## config.mk

```make
export PLATFORM = sky130hd
export DESIGN_NAME = tcp_source_port_rewriter
export DESIGN_NICKNAME = d
export VERILOG_FILES = /design/src/hw/rtl/tsr_pkg.sv /design/src/hw/rtl/tcp_source_port_rewriter.sv /design/src/hw/rtl/tsr_front.sv /design/src/hw/rtl/tsr_queue.sv /design/src/hw/rtl/tsr_back.sv
export SDC_FILE = /design/constraint.sdc
export NUM_CORES = 1
export LEC_CHECK = 0
export ABC_AREA = 1
export BUFFER_PORTS_ARGS = -buffer_cell sky130_fd_sc_hd__buf_2
export CAP_MARGIN = 10
export CORE_ASPECT_RATIO = 1.1
export CORE_UTILIZATION = 24
export CTS_CLUSTER_DIAMETER = 30
export DETAILED_ROUTE_END_ITERATION = 8
export PLACE_DENSITY = 0.43
export SLEW_MARGIN = 20
export SYNTH_ARGS = -nofsm -noshare
export SYNTH_HDL_FRONTEND = slang
export SYNTH_HIERARCHICAL = 1
export SYNTH_SLANG_ARGS = --single-unit
```

## constraint.sdc

```tcl
create_clock -name clk -period 16.5 [get_ports clk]
set_input_delay 0.825 -clock clk [delete_from_list [all_inputs] [get_ports clk]]
set_output_delay 0.825 -clock clk [all_outputs]
set_load 0.03 [all_outputs]
```

## src/hw/rtl/tsr_pkg.sv

```systemverilog
// ----------------------------------------------------------------------------
// tsr_pkg
// Shared types, constants and checksum helper for the TCP source port
// rewriter: frame offsets, register indexes, queue entry and hold write port.
// ----------------------------------------------------------------------------
package tsr_pkg;

	// Frame offsets (IPv4 header assumed 20 bytes, no VLAN tag)
	localparam int POS_W        = 6;
	localparam int POS_ETH_HI   = 12;
	localparam int POS_ETH_LO   = 13;
	localparam int POS_PROTO    = 23;
	localparam int POS_SRC_HI   = 34;
	localparam int POS_SRC_LO   = 35;
	localparam int POS_DST_HI   = 36;
	localparam int POS_DST_LO   = 37;
	localparam int POS_CSUM_HI  = 50;
	localparam int POS_CSUM_LO  = 51;
	localparam int HOLD_FIRST   = 34;
	localparam int HOLD_COUNT   = 20;
	localparam int POS_PAST     = 54;
	localparam int POS_DECIDE   = POS_PAST - 1;
	localparam int HOLD_IDX_W   = $clog2(HOLD_COUNT);

	// Places of rewritten bytes inside the held window
	localparam int HOLD_SRC_HI  = POS_SRC_HI - HOLD_FIRST;
	localparam int HOLD_SRC_LO  = POS_SRC_LO - HOLD_FIRST;
	localparam int HOLD_CSUM_HI = POS_CSUM_HI - HOLD_FIRST;
	localparam int HOLD_CSUM_LO = POS_CSUM_LO - HOLD_FIRST;

	// Header match values
	localparam logic [7:0] ETH_TYPE_HI = 8'h08;
	localparam logic [7:0] ETH_TYPE_LO = 8'h00;
	localparam logic [7:0] PROTO_TCP   = 8'd6;

	// Register reset values
	localparam logic [15:0] RANGE_LOW_RST   = 16'd25001;
	localparam logic [15:0] RANGE_HIGH_RST  = 16'd25004;
	localparam logic [15:0] REPL_PORT_RST   = 16'd25000;
	localparam logic [15:0] EXEMPT_PORT_RST = 16'd22;

	// Front-to-back queue
	localparam int QUEUE_DEPTH = 4;
	localparam int QPTR_W      = $clog2(QUEUE_DEPTH);

	typedef enum logic [1:0] {
		REG_RANGE_LOW  = 2'd0,
		REG_RANGE_HIGH = 2'd1,
		REG_REPL_PORT  = 2'd2,
		REG_EXEMPT     = 2'd3
	} reg_idx_t;

	// One queue entry: a single pass-through byte, or a release of the window
	typedef struct packed {
		logic                  flush;
		logic [7:0]            data;
		logic                  last;
		logic [HOLD_IDX_W-1:0] last_idx;
		logic                  rewrite;
		logic [15:0]           repl_port;
		logic [15:0]           new_csum;
	} q_entry_t;

	// Hold window write from the front end
	typedef struct packed {
		logic                  en;
		logic [HOLD_IDX_W-1:0] idx;
		logic [7:0]            data;
	} hold_wr_t;

	// Ones-complement incremental update: ~(~hc + ~old + new)
	function automatic logic [15:0] csum_adjust(input logic [15:0] hc,
		input logic [15:0] old_v, input logic [15:0] new_v);
		logic [17:0] s;
		logic [16:0] f1;
		logic [15:0] f2;
		s  = {2'b00, ~hc} + {2'b00, ~old_v} + {2'b00, new_v};
		f1 = {1'b0, s[15:0]} + {15'd0, s[17:16]};
		f2 = f1[15:0] + {15'd0, f1[16]};
		return ~f2;
	endfunction

endpackage

```

## src/hw/rtl/tcp_source_port_rewriter.sv

```systemverilog
// ----------------------------------------------------------------------------
// tcp_source_port_rewriter
// Byte-stream TCP source port rewrite with incremental checksum update.
// ----------------------------------------------------------------------------
//  channel | ports                                   | direction
//  --------+-----------------------------------------+----------
//  config  | cfg_we, cfg_index, cfg_data             | in
//  input   | in_valid, in_stall, data_byte, frame_end | in
//  output  | out_valid, out_stall, out_byte, out_last | out
//
//  Bytes outside the header window (offsets 0-33 and 54 on) pass through
//  the queue as single entries. A header window of up to 20 bytes leaves
//  the back end at one byte a cycle while out_stall is low; the front end
//  keeps accepting until the four-entry queue fills or a new window would
//  start before the previous one has drained. Reset is asynchronous and
//  restores the register defaults and an empty queue. Output stall freezes
//  the output register and, through the queue, the input.
// ----------------------------------------------------------------------------
module tcp_source_port_rewriter
	import tsr_pkg::*;
(
	input  logic        clk,
	input  logic        arst_n,
	input  logic        cfg_we,
	input  logic [1:0]  cfg_index,
	input  logic [15:0] cfg_data,
	input  logic        in_valid,
	output logic        in_stall,
	input  logic [7:0]  data_byte,
	input  logic        frame_end,
	output logic        out_valid,
	input  logic        out_stall,
	output logic [7:0]  out_byte,
	output logic        out_last
);

	q_entry_t q_wdata;
	q_entry_t q_head;
	hold_wr_t hold_wr;
	logic     q_push;
	logic     q_pop;
	logic     q_full;
	logic     q_empty;
	logic     drain_done;

	tsr_front u_front (
		.clk        (clk),
		.arst_n     (arst_n),
		.cfg_we     (cfg_we),
		.cfg_index  (cfg_index),
		.cfg_data   (cfg_data),
		.in_valid   (in_valid),
		.in_stall   (in_stall),
		.data_byte  (data_byte),
		.frame_end  (frame_end),
		.q_full     (q_full),
		.q_push     (q_push),
		.q_wdata    (q_wdata),
		.hold_wr    (hold_wr),
		.drain_done (drain_done)
	);

	tsr_queue u_queue (
		.clk    (clk),
		.arst_n (arst_n),
		.push   (q_push),
		.wdata  (q_wdata),
		.full   (q_full),
		.pop    (q_pop),
		.head   (q_head),
		.empty  (q_empty)
	);

	tsr_back u_back (
		.clk        (clk),
		.arst_n     (arst_n),
		.hold_wr    (hold_wr),
		.head       (q_head),
		.empty      (q_empty),
		.pop        (q_pop),
		.drain_done (drain_done),
		.out_valid  (out_valid),
		.out_stall  (out_stall),
		.out_byte   (out_byte),
		.out_last   (out_last)
	);

endmodule

```

## src/hw/rtl/tsr_front.sv

```systemverilog
// ----------------------------------------------------------------------------
// tsr_front
// Accepts frame bytes, tracks the byte position, captures the header fields,
// writes the held window and pushes pass-through or release entries.
// ----------------------------------------------------------------------------
module tsr_front
	import tsr_pkg::*;
(
	input  logic            clk,
	input  logic            arst_n,
	input  logic            cfg_we,
	input  logic [1:0]      cfg_index,
	input  logic [15:0]     cfg_data,
	input  logic            in_valid,
	output logic            in_stall,
	input  logic [7:0]      data_byte,
	input  logic            frame_end,
	input  logic            q_full,
	output logic            q_push,
	output q_entry_t        q_wdata,
	output hold_wr_t        hold_wr,
	input  logic            drain_done
);

	logic [15:0]      range_low_q;
	logic [15:0]      range_high_q;
	logic [15:0]      repl_port_q;
	logic [15:0]      exempt_q;
	logic [POS_W-1:0] pos_q;
	logic             is_ipv4_q;
	logic             is_tcp_q;
	logic [15:0]      src_port_q;
	logic [15:0]      dst_port_q;
	logic [15:0]      csum_q;
	logic             busy_q;

	logic             accept;
	logic             in_hold;
	logic             at_decide;
	logic             release_now;
	logic             qualify;
	logic [POS_W-1:0] pos_off;

	// Classify the current position
	always_comb begin
		in_hold     = (pos_q >= POS_W'(HOLD_FIRST)) && (pos_q < POS_W'(POS_PAST));
		at_decide   = (pos_q == POS_W'(POS_DECIDE));
		release_now = in_hold && (at_decide || frame_end);
		pos_off     = pos_q - POS_W'(HOLD_FIRST);
		in_stall    = q_full || (in_hold && busy_q);
		accept      = in_valid && !in_stall;
		qualify     = is_ipv4_q && is_tcp_q && at_decide &&
			(src_port_q != exempt_q) && (dst_port_q != exempt_q) &&
			(src_port_q >= range_low_q) && (src_port_q <= range_high_q);
	end

	// Build queue entry and hold write
	always_comb begin
		q_push            = accept && (!in_hold || release_now);
		q_wdata.flush     = in_hold;
		q_wdata.data      = data_byte;
		q_wdata.last      = frame_end;
		q_wdata.last_idx  = pos_off[HOLD_IDX_W-1:0];
		q_wdata.rewrite   = qualify;
		q_wdata.repl_port = repl_port_q;
		q_wdata.new_csum  = csum_adjust(csum_q, src_port_q, repl_port_q);
		hold_wr.en        = accept && in_hold;
		hold_wr.idx       = pos_off[HOLD_IDX_W-1:0];
		hold_wr.data      = data_byte;
	end

	// Configuration registers
	always_ff @(posedge clk or negedge arst_n) begin
		if (!arst_n) begin
			range_low_q  <= RANGE_LOW_RST;
			range_high_q <= RANGE_HIGH_RST;
			repl_port_q  <= REPL_PORT_RST;
			exempt_q     <= EXEMPT_PORT_RST;
		end else if (cfg_we) begin
			unique case (reg_idx_t'(cfg_index))
				REG_RANGE_LOW:  range_low_q  <= cfg_data;
				REG_RANGE_HIGH: range_high_q <= cfg_data;
				REG_REPL_PORT:  repl_port_q  <= cfg_data;
				REG_EXEMPT:     exempt_q     <= cfg_data;
				default:        range_low_q  <= range_low_q;
			endcase
		end
	end

	// Track the window until the back end has drained it
	always_ff @(posedge clk or negedge arst_n) begin
		if (!arst_n) begin
			busy_q <= 1'b0;
		end else if (accept && release_now) begin
			busy_q <= 1'b1;
		end else if (drain_done) begin
			busy_q <= 1'b0;
		end
	end

	// Advance position and capture header fields
	always_ff @(posedge clk or negedge arst_n) begin
		if (!arst_n) begin
			pos_q      <= '0;
			is_ipv4_q  <= 1'b0;
			is_tcp_q   <= 1'b0;
			src_port_q <= '0;
			dst_port_q <= '0;
			csum_q     <= '0;
		end else if (accept) begin
			if (frame_end) begin
				pos_q      <= '0;
				is_ipv4_q  <= 1'b0;
				is_tcp_q   <= 1'b0;
				src_port_q <= '0;
				dst_port_q <= '0;
				csum_q     <= '0;
			end else begin
				if (pos_q < POS_W'(POS_PAST)) begin
					pos_q <= pos_q + POS_W'(1);
				end
				unique case (pos_q)
					POS_W'(POS_ETH_HI):  is_ipv4_q <= (data_byte == ETH_TYPE_HI);
					POS_W'(POS_ETH_LO):  is_ipv4_q <= is_ipv4_q && (data_byte == ETH_TYPE_LO);
					POS_W'(POS_PROTO):   is_tcp_q  <= (data_byte == PROTO_TCP);
					POS_W'(POS_SRC_HI):  src_port_q[15:8] <= data_byte;
					POS_W'(POS_SRC_LO):  src_port_q[7:0]  <= data_byte;
					POS_W'(POS_DST_HI):  dst_port_q[15:8] <= data_byte;
					POS_W'(POS_DST_LO):  dst_port_q[7:0]  <= data_byte;
					POS_W'(POS_CSUM_HI): csum_q[15:8]     <= data_byte;
					POS_W'(POS_CSUM_LO): csum_q[7:0]      <= data_byte;
					default:             csum_q           <= csum_q;
				endcase
			end
		end
	end

endmodule

```

## src/hw/rtl/tsr_queue.sv

```systemverilog
// ----------------------------------------------------------------------------
// tsr_queue
// Short FIFO of front-end entries between the front and back ends.
// ----------------------------------------------------------------------------
module tsr_queue
	import tsr_pkg::*;
(
	input  logic     clk,
	input  logic     arst_n,
	input  logic     push,
	input  q_entry_t wdata,
	output logic     full,
	input  logic     pop,
	output q_entry_t head,
	output logic     empty
);

	q_entry_t          mem_q [QUEUE_DEPTH];
	logic [QPTR_W-1:0] wr_ptr_q;
	logic [QPTR_W-1:0] rd_ptr_q;
	logic [QPTR_W:0]   count_q;

	assign full  = (count_q == (QPTR_W+1)'(QUEUE_DEPTH));
	assign empty = (count_q == '0);
	assign head  = mem_q[rd_ptr_q];

	// Store entries
	always_ff @(posedge clk) begin
		if (push) begin
			mem_q[wr_ptr_q] <= wdata;
		end
	end

	// Advance pointers and count
	always_ff @(posedge clk or negedge arst_n) begin
		if (!arst_n) begin
			wr_ptr_q <= '0;
			rd_ptr_q <= '0;
			count_q  <= '0;
		end else begin
			if (push) begin
				wr_ptr_q <= wr_ptr_q + QPTR_W'(1);
			end
			if (pop) begin
				rd_ptr_q <= rd_ptr_q + QPTR_W'(1);
			end
			if (push && !pop) begin
				count_q <= count_q + (QPTR_W+1)'(1);
			end else if (pop && !push) begin
				count_q <= count_q - (QPTR_W+1)'(1);
			end
		end
	end

endmodule

```

## src/hw/rtl/tsr_back.sv

```systemverilog
// ----------------------------------------------------------------------------
// tsr_back
// Holds the header window and carries out queue entries: emits pass-through
// bytes and drains released windows one byte a cycle unless out_stall holds
// them, with port and checksum substitution, through an output register.
// ----------------------------------------------------------------------------
module tsr_back
	import tsr_pkg::*;
(
	input  logic       clk,
	input  logic       arst_n,
	input  hold_wr_t   hold_wr,
	input  q_entry_t   head,
	input  logic       empty,
	output logic       pop,
	output logic       drain_done,
	output logic       out_valid,
	input  logic       out_stall,
	output logic [7:0] out_byte,
	output logic       out_last
);

	logic [7:0]            hold_q [HOLD_COUNT];
	logic [HOLD_IDX_W-1:0] idx_q;
	logic                  out_valid_q;
	logic [7:0]            out_byte_q;
	logic                  out_last_q;

	logic                  load;
	logic                  idx_end;
	logic [7:0]            win_byte;
	logic [7:0]            next_byte;
	logic                  next_last;

	assign out_valid = out_valid_q;
	assign out_byte  = out_byte_q;
	assign out_last  = out_last_q;

	// Select the next byte to emit
	always_comb begin
		load    = !empty && (!out_valid_q || !out_stall);
		idx_end = (idx_q == head.last_idx);
		win_byte = hold_q[idx_q];
		if (head.rewrite) begin
			unique case (idx_q)
				HOLD_IDX_W'(HOLD_SRC_HI):  win_byte = head.repl_port[15:8];
				HOLD_IDX_W'(HOLD_SRC_LO):  win_byte = head.repl_port[7:0];
				HOLD_IDX_W'(HOLD_CSUM_HI): win_byte = head.new_csum[15:8];
				HOLD_IDX_W'(HOLD_CSUM_LO): win_byte = head.new_csum[7:0];
				default:                   win_byte = hold_q[idx_q];
			endcase
		end
		if (head.flush) begin
			next_byte = win_byte;
			next_last = head.last && idx_end;
		end else begin
			next_byte = head.data;
			next_last = head.last;
		end
		pop        = load && (!head.flush || idx_end);
		drain_done = load && head.flush && idx_end;
	end

	// Write the held window
	always_ff @(posedge clk) begin
		if (hold_wr.en) begin
			hold_q[hold_wr.idx] <= hold_wr.data;
		end
	end

	// Step through a released window
	always_ff @(posedge clk or negedge arst_n) begin
		if (!arst_n) begin
			idx_q <= '0;
		end else if (load && head.flush) begin
			if (idx_end) begin
				idx_q <= '0;
			end else begin
				idx_q <= idx_q + HOLD_IDX_W'(1);
			end
		end
	end

	// Output register
	always_ff @(posedge clk or negedge arst_n) begin
		if (!arst_n) begin
			out_valid_q <= 1'b0;
		end else if (!out_valid_q || !out_stall) begin
			out_valid_q <= !empty;
		end
	end

	always_ff @(posedge clk) begin
		if (load) begin
			out_byte_q <= next_byte;
			out_last_q <= next_last;
		end
	end

endmodule
```

==> summary.md <==
| Metric | Value |
|---|---|
| Status | `completed` |
| Main flop type after synthesis | `edfxtp_1` |
| Port-buffer cells | `42` |
| Crit-path max FO | `6` |
| Slew Limit Fails | `0` |
| CP Launch Type | `flop` |
| Initial DRC count | `1000` |
| Clock sink count | `495` |
| CTS resizes | `0` |
| Seq/Total Area, Yosys | `between 50% and 60%` |
| Max-cap violations | `0` |
| Vias in the first global route | `17200` |
| WS Path Type | `reg2reg` |
| Synth warn | `6` |
| Htree depth | `4` |
| Reg2reg end | `u_queue/mem_q[1][14]` |
| Post-synth EDFFs | `361` |
| Distinct cells, synth | `50` |
| Net count after synthesis | `roughly 2700` |
| Reg2reg start | `u_front/repl_port_q[0]` |
| Area contributors post-synth | `edfxtp_1 43%, nand2_1 11%, dfrtp_1 11%` |
| Most used cell, CP | `nand2_1` |
| Post-synthesis register bit count | `495` |
| Worst Skew | `0.0488 ns` |
| Achievable clock frequency | `around 0.17 GHz` |
| Cells after synthesis | `about 2600` |
| Starting Density | `between 20% and 30%` |
| DR pass1 iterations | `5` |
| Rows | `~120` |
| Seq. cell area | `~14000 µm²` |
| Final hold violation count | `0` |
| Worst EP arrival | `~6.4 ns` |
| Final setup vio count | `0` |
| Hold_buf cts | `0` |
| Root buffer cell | `clkbuf_16` |
| Post-synthesis cell area | `25100 µm²` |
| Clock tree buffer depth | `3` |
| Initial antenna violation count | `3` |
| # nets final | `around 2800` |
| WP data required | `about 17 ns` |
| Die area | `106000 µm²` |
| Hold WC Path Type | `in2async` |
| Post-CTS Setup Inserts | `0` |
| Inserted Clock Buffers | `around 140` |
| CTS tree | `built` |
| Fill count | `approximately 11000` |
| Pwr/cell area | `228 nW/µm²` |
| Unrepaired setup endpoints after global routing | `no` |
| Core ar. | `between 100000 and 150000 µm²` |
| Area Growth Syn to Fin | `23.9%` |
| Top-count cell post-synth | `nand2_1` |
| Antenna fix cells | `0` |
| Total gr overflow | `0` |
| Hpwl dp | `roughly 45 mm` |
| Reg2reg setup slack | `between 10 and 15 ns` |
| Maximum vdd drop | `~0.11 mV` |
| Crit-path max cell delay | `between 0.4 and 0.5 ns` |
| Post-DRT Antenna Nets | `0` |
| Multi-input logic area | `between 8000 and 9000 µm²` |
| Syn Area/Cell | `slightly below 10 µm²` |
| Vias/cell | `just over 4` |
| First-pass GRT wire length | `around 100 mm` |
| Placer Congestion | `between 0.8 and 0.9` |
| Top Ports | `43` |
| Per-cell routed wire length | `about 16 µm` |
| Fin crit share | `a little over a third` |
| Vias | `around 17000` |
| Core Util, Final | `between 20% and 30%` |
| Die height | `about 340 µm` |
| Clock transition at the registers of the reported paths | `roughly 0.04 ns` |
| Chip width | `approximately 310 µm` |
| Largest net degree at the start of global routing | `90` |
| Slew HR | `between 20 and 30%` |
| Area leader, netlist | `edfxtp_1` |
| DRC | `0` |
| Worst setup EP type | `flop` |
| Synth async-reset ratio | `about 27%` |
| Slowest stage cell, crit path | `fa_1` |
| Total Neg Setup Slack | `0 ns` |
| Min cycle time layout | `6.03 ns` |
| Clock latency on the worst-skew pair | `~0.73 ns` |
| Worst-Margin Slew | `1.11 ns` |
| Gr usage total | `a little over an eighth` |
| Layout cells sized above 1 | `about 15%` |
| Final wirelength | `roughly 68 mm` |
| Pleak | `13.5 nW` |
| Reg2Reg Depth | `39` |
| Synth cell count leaders | `758 x nand2_1, 449 x inv_1, 361 x edfxtp_1` |
| Top cell type's share of synthesized area | `between 40% and 50%` |
how the worst max path moves through the flow:
stage	from	end	slack, ns	cells after the start
6_report	u_front/repl_port_q[0]	u_queue/mem_q[1][14]	10.47	39
5_1_grt	u_front/repl_port_q[1]	u_queue/mem_q[1][14]	9.78	39
4_1_cts	u_front/repl_port_q[1]	u_queue/mem_q[1][14]	10.45	39
3_5_place_dp	u_front/repl_port_q[1]	u_queue/mem_q[2][14]	10.47	39
3_3_place_gp	u_front/repl_port_q[1]	u_queue/mem_q[1][14]	10.58	39
2_1_floorplan	u_front/repl_port_q[1]	u_queue/mem_q[0][14]	11.19	39
per-layer routing:
metal	GRT usage (%)	routed length (µm)	vias to the layer above
met5	0	0	-
li1	-	-	8613
met4	4.65	1400	0
met1	17.2	32000	8069
met3	2.63	2360	105
met2	21.6	32300	307
per-stage QoR:
stage / setup WS (ns) / hold slack [ns] / cells / power (mW) / area (µm²)
2_1_floorplan: 11.19 / 0.453 / 2591 / 3.79 / 25100
3_3_place_gp: 10.58 / 0.467 / 3928 / 4.56 / 26400
3_5_place_dp: 10.47 / 0.474 / 3928 / 4.56 / 26400
4_1_cts: 10.45 / 0.192 / 4175 / 7.21 / 31100
5_1_grt: 9.78 / 0.245 / 4175 / 7.61 / 31100
6_report: 10.47 / 0.196 / 4175 / 7.10 / 31100
cells in the final DEF, fill, tap and decap left out, types with 5 or more instances in the layout:
cell | netlist | layout
a21oi_1 | 30 | 30
a21oi_2 | 5 | 5
buf_2 | 24 | 41
buf_4 | 40 | 19
bufinv_16 | 0 | 15
clkbuf_1 | 22 | 26
clkbuf_16 | 0 | 136
clkbuf_8 | 0 | 6
clkinv_1 | 2 | 22
clkinv_16 | 0 | 10
clkinv_2 | 0 | 19
clkinvlp_4 | 0 | 9
dfrtp_1 | 111 | 108
dfstp_2 | 23 | 23
edfxtp_1 | 361 | 361
fa_1 | 19 | 19
ha_1 | 65 | 65
inv_1 | 449 | 445
inv_2 | 10 | 14
mux2_2 | 16 | 16
nand2_1 | 758 | 758
nand2_2 | 20 | 20
nand2_4 | 6 | 6
nand3_1 | 154 | 153
nand3_2 | 5 | 6
nand4_1 | 14 | 14
nor2_1 | 88 | 88
nor2_2 | 10 | 10
nor2_4 | 11 | 11
nor3_1 | 15 | 15
nor4_1 | 8 | 8
o2111ai_1 | 5 | 5
o211ai_1 | 80 | 80
o211ai_2 | 18 | 18
o21ai_0 | 104 | 104
o21ai_1 | 18 | 18
o22ai_1 | 5 | 5
xnor2_1 | 19 | 19
xor2_1 | 24 | 24
where the power goes:
part	switching (mW)	total (mW)	internal (mW)	leakage (nW)
Clock	0.823	2.61	1.78	2.23
Combinational	1.82	2.57	0.758	6.34
Sequential	0.174	1.92	1.75	4.93
Total	2.81	7.10	4.29	13.5
worst max-delay path: cells and delay by family (launching register included):
kind / cells / cell delay [ns]
compound gates: 1 / 0.27
fa+ha+maj: 6 / 1.68
buf+inv: 4 / 0.40
flops: 1 / 0.41
simple gates: 28 / 2.99
cell families after synthesis:
kind of cell / synth area share, %
fa+ha+maj: 4.76
simple gates: 18.9
xor+xnor: 1.61
buf+inv: 9.98
mux: 0.758
compound gates: 7.30
flops: 56.7
state kept, by name (all words and copies together), names as in the netlist, 2 cells and up:
name,count
u_back/hold_q,160
u_back/idx_q,5
u_back/out_byte,8
u_front/csum_q,16
u_front/dst_port_q,16
u_front/exempt_q,16
u_front/pos_q,6
u_front/range_high_q,16
u_front/range_low_q,16
u_front/repl_port_q,16
u_front/src_port_q,16
u_queue/count_q,3
u_queue/mem_q,192
u_queue/rd_ptr_q,2
u_queue/wr_ptr_q,2
final cells by class:
class                           count  share of cell area [%]
Clock inverter                     79                    3.48
Clock buffer                      168                    11.5
Tap cell                         1386                    5.58
Multi-Input combinational cell   1525                    26.9
Sequential cell                   495                    45.8
Inverter                          461                    5.57
Timing Repair Buffer               61                    1.15
Power figures use the tool's default switching activity.
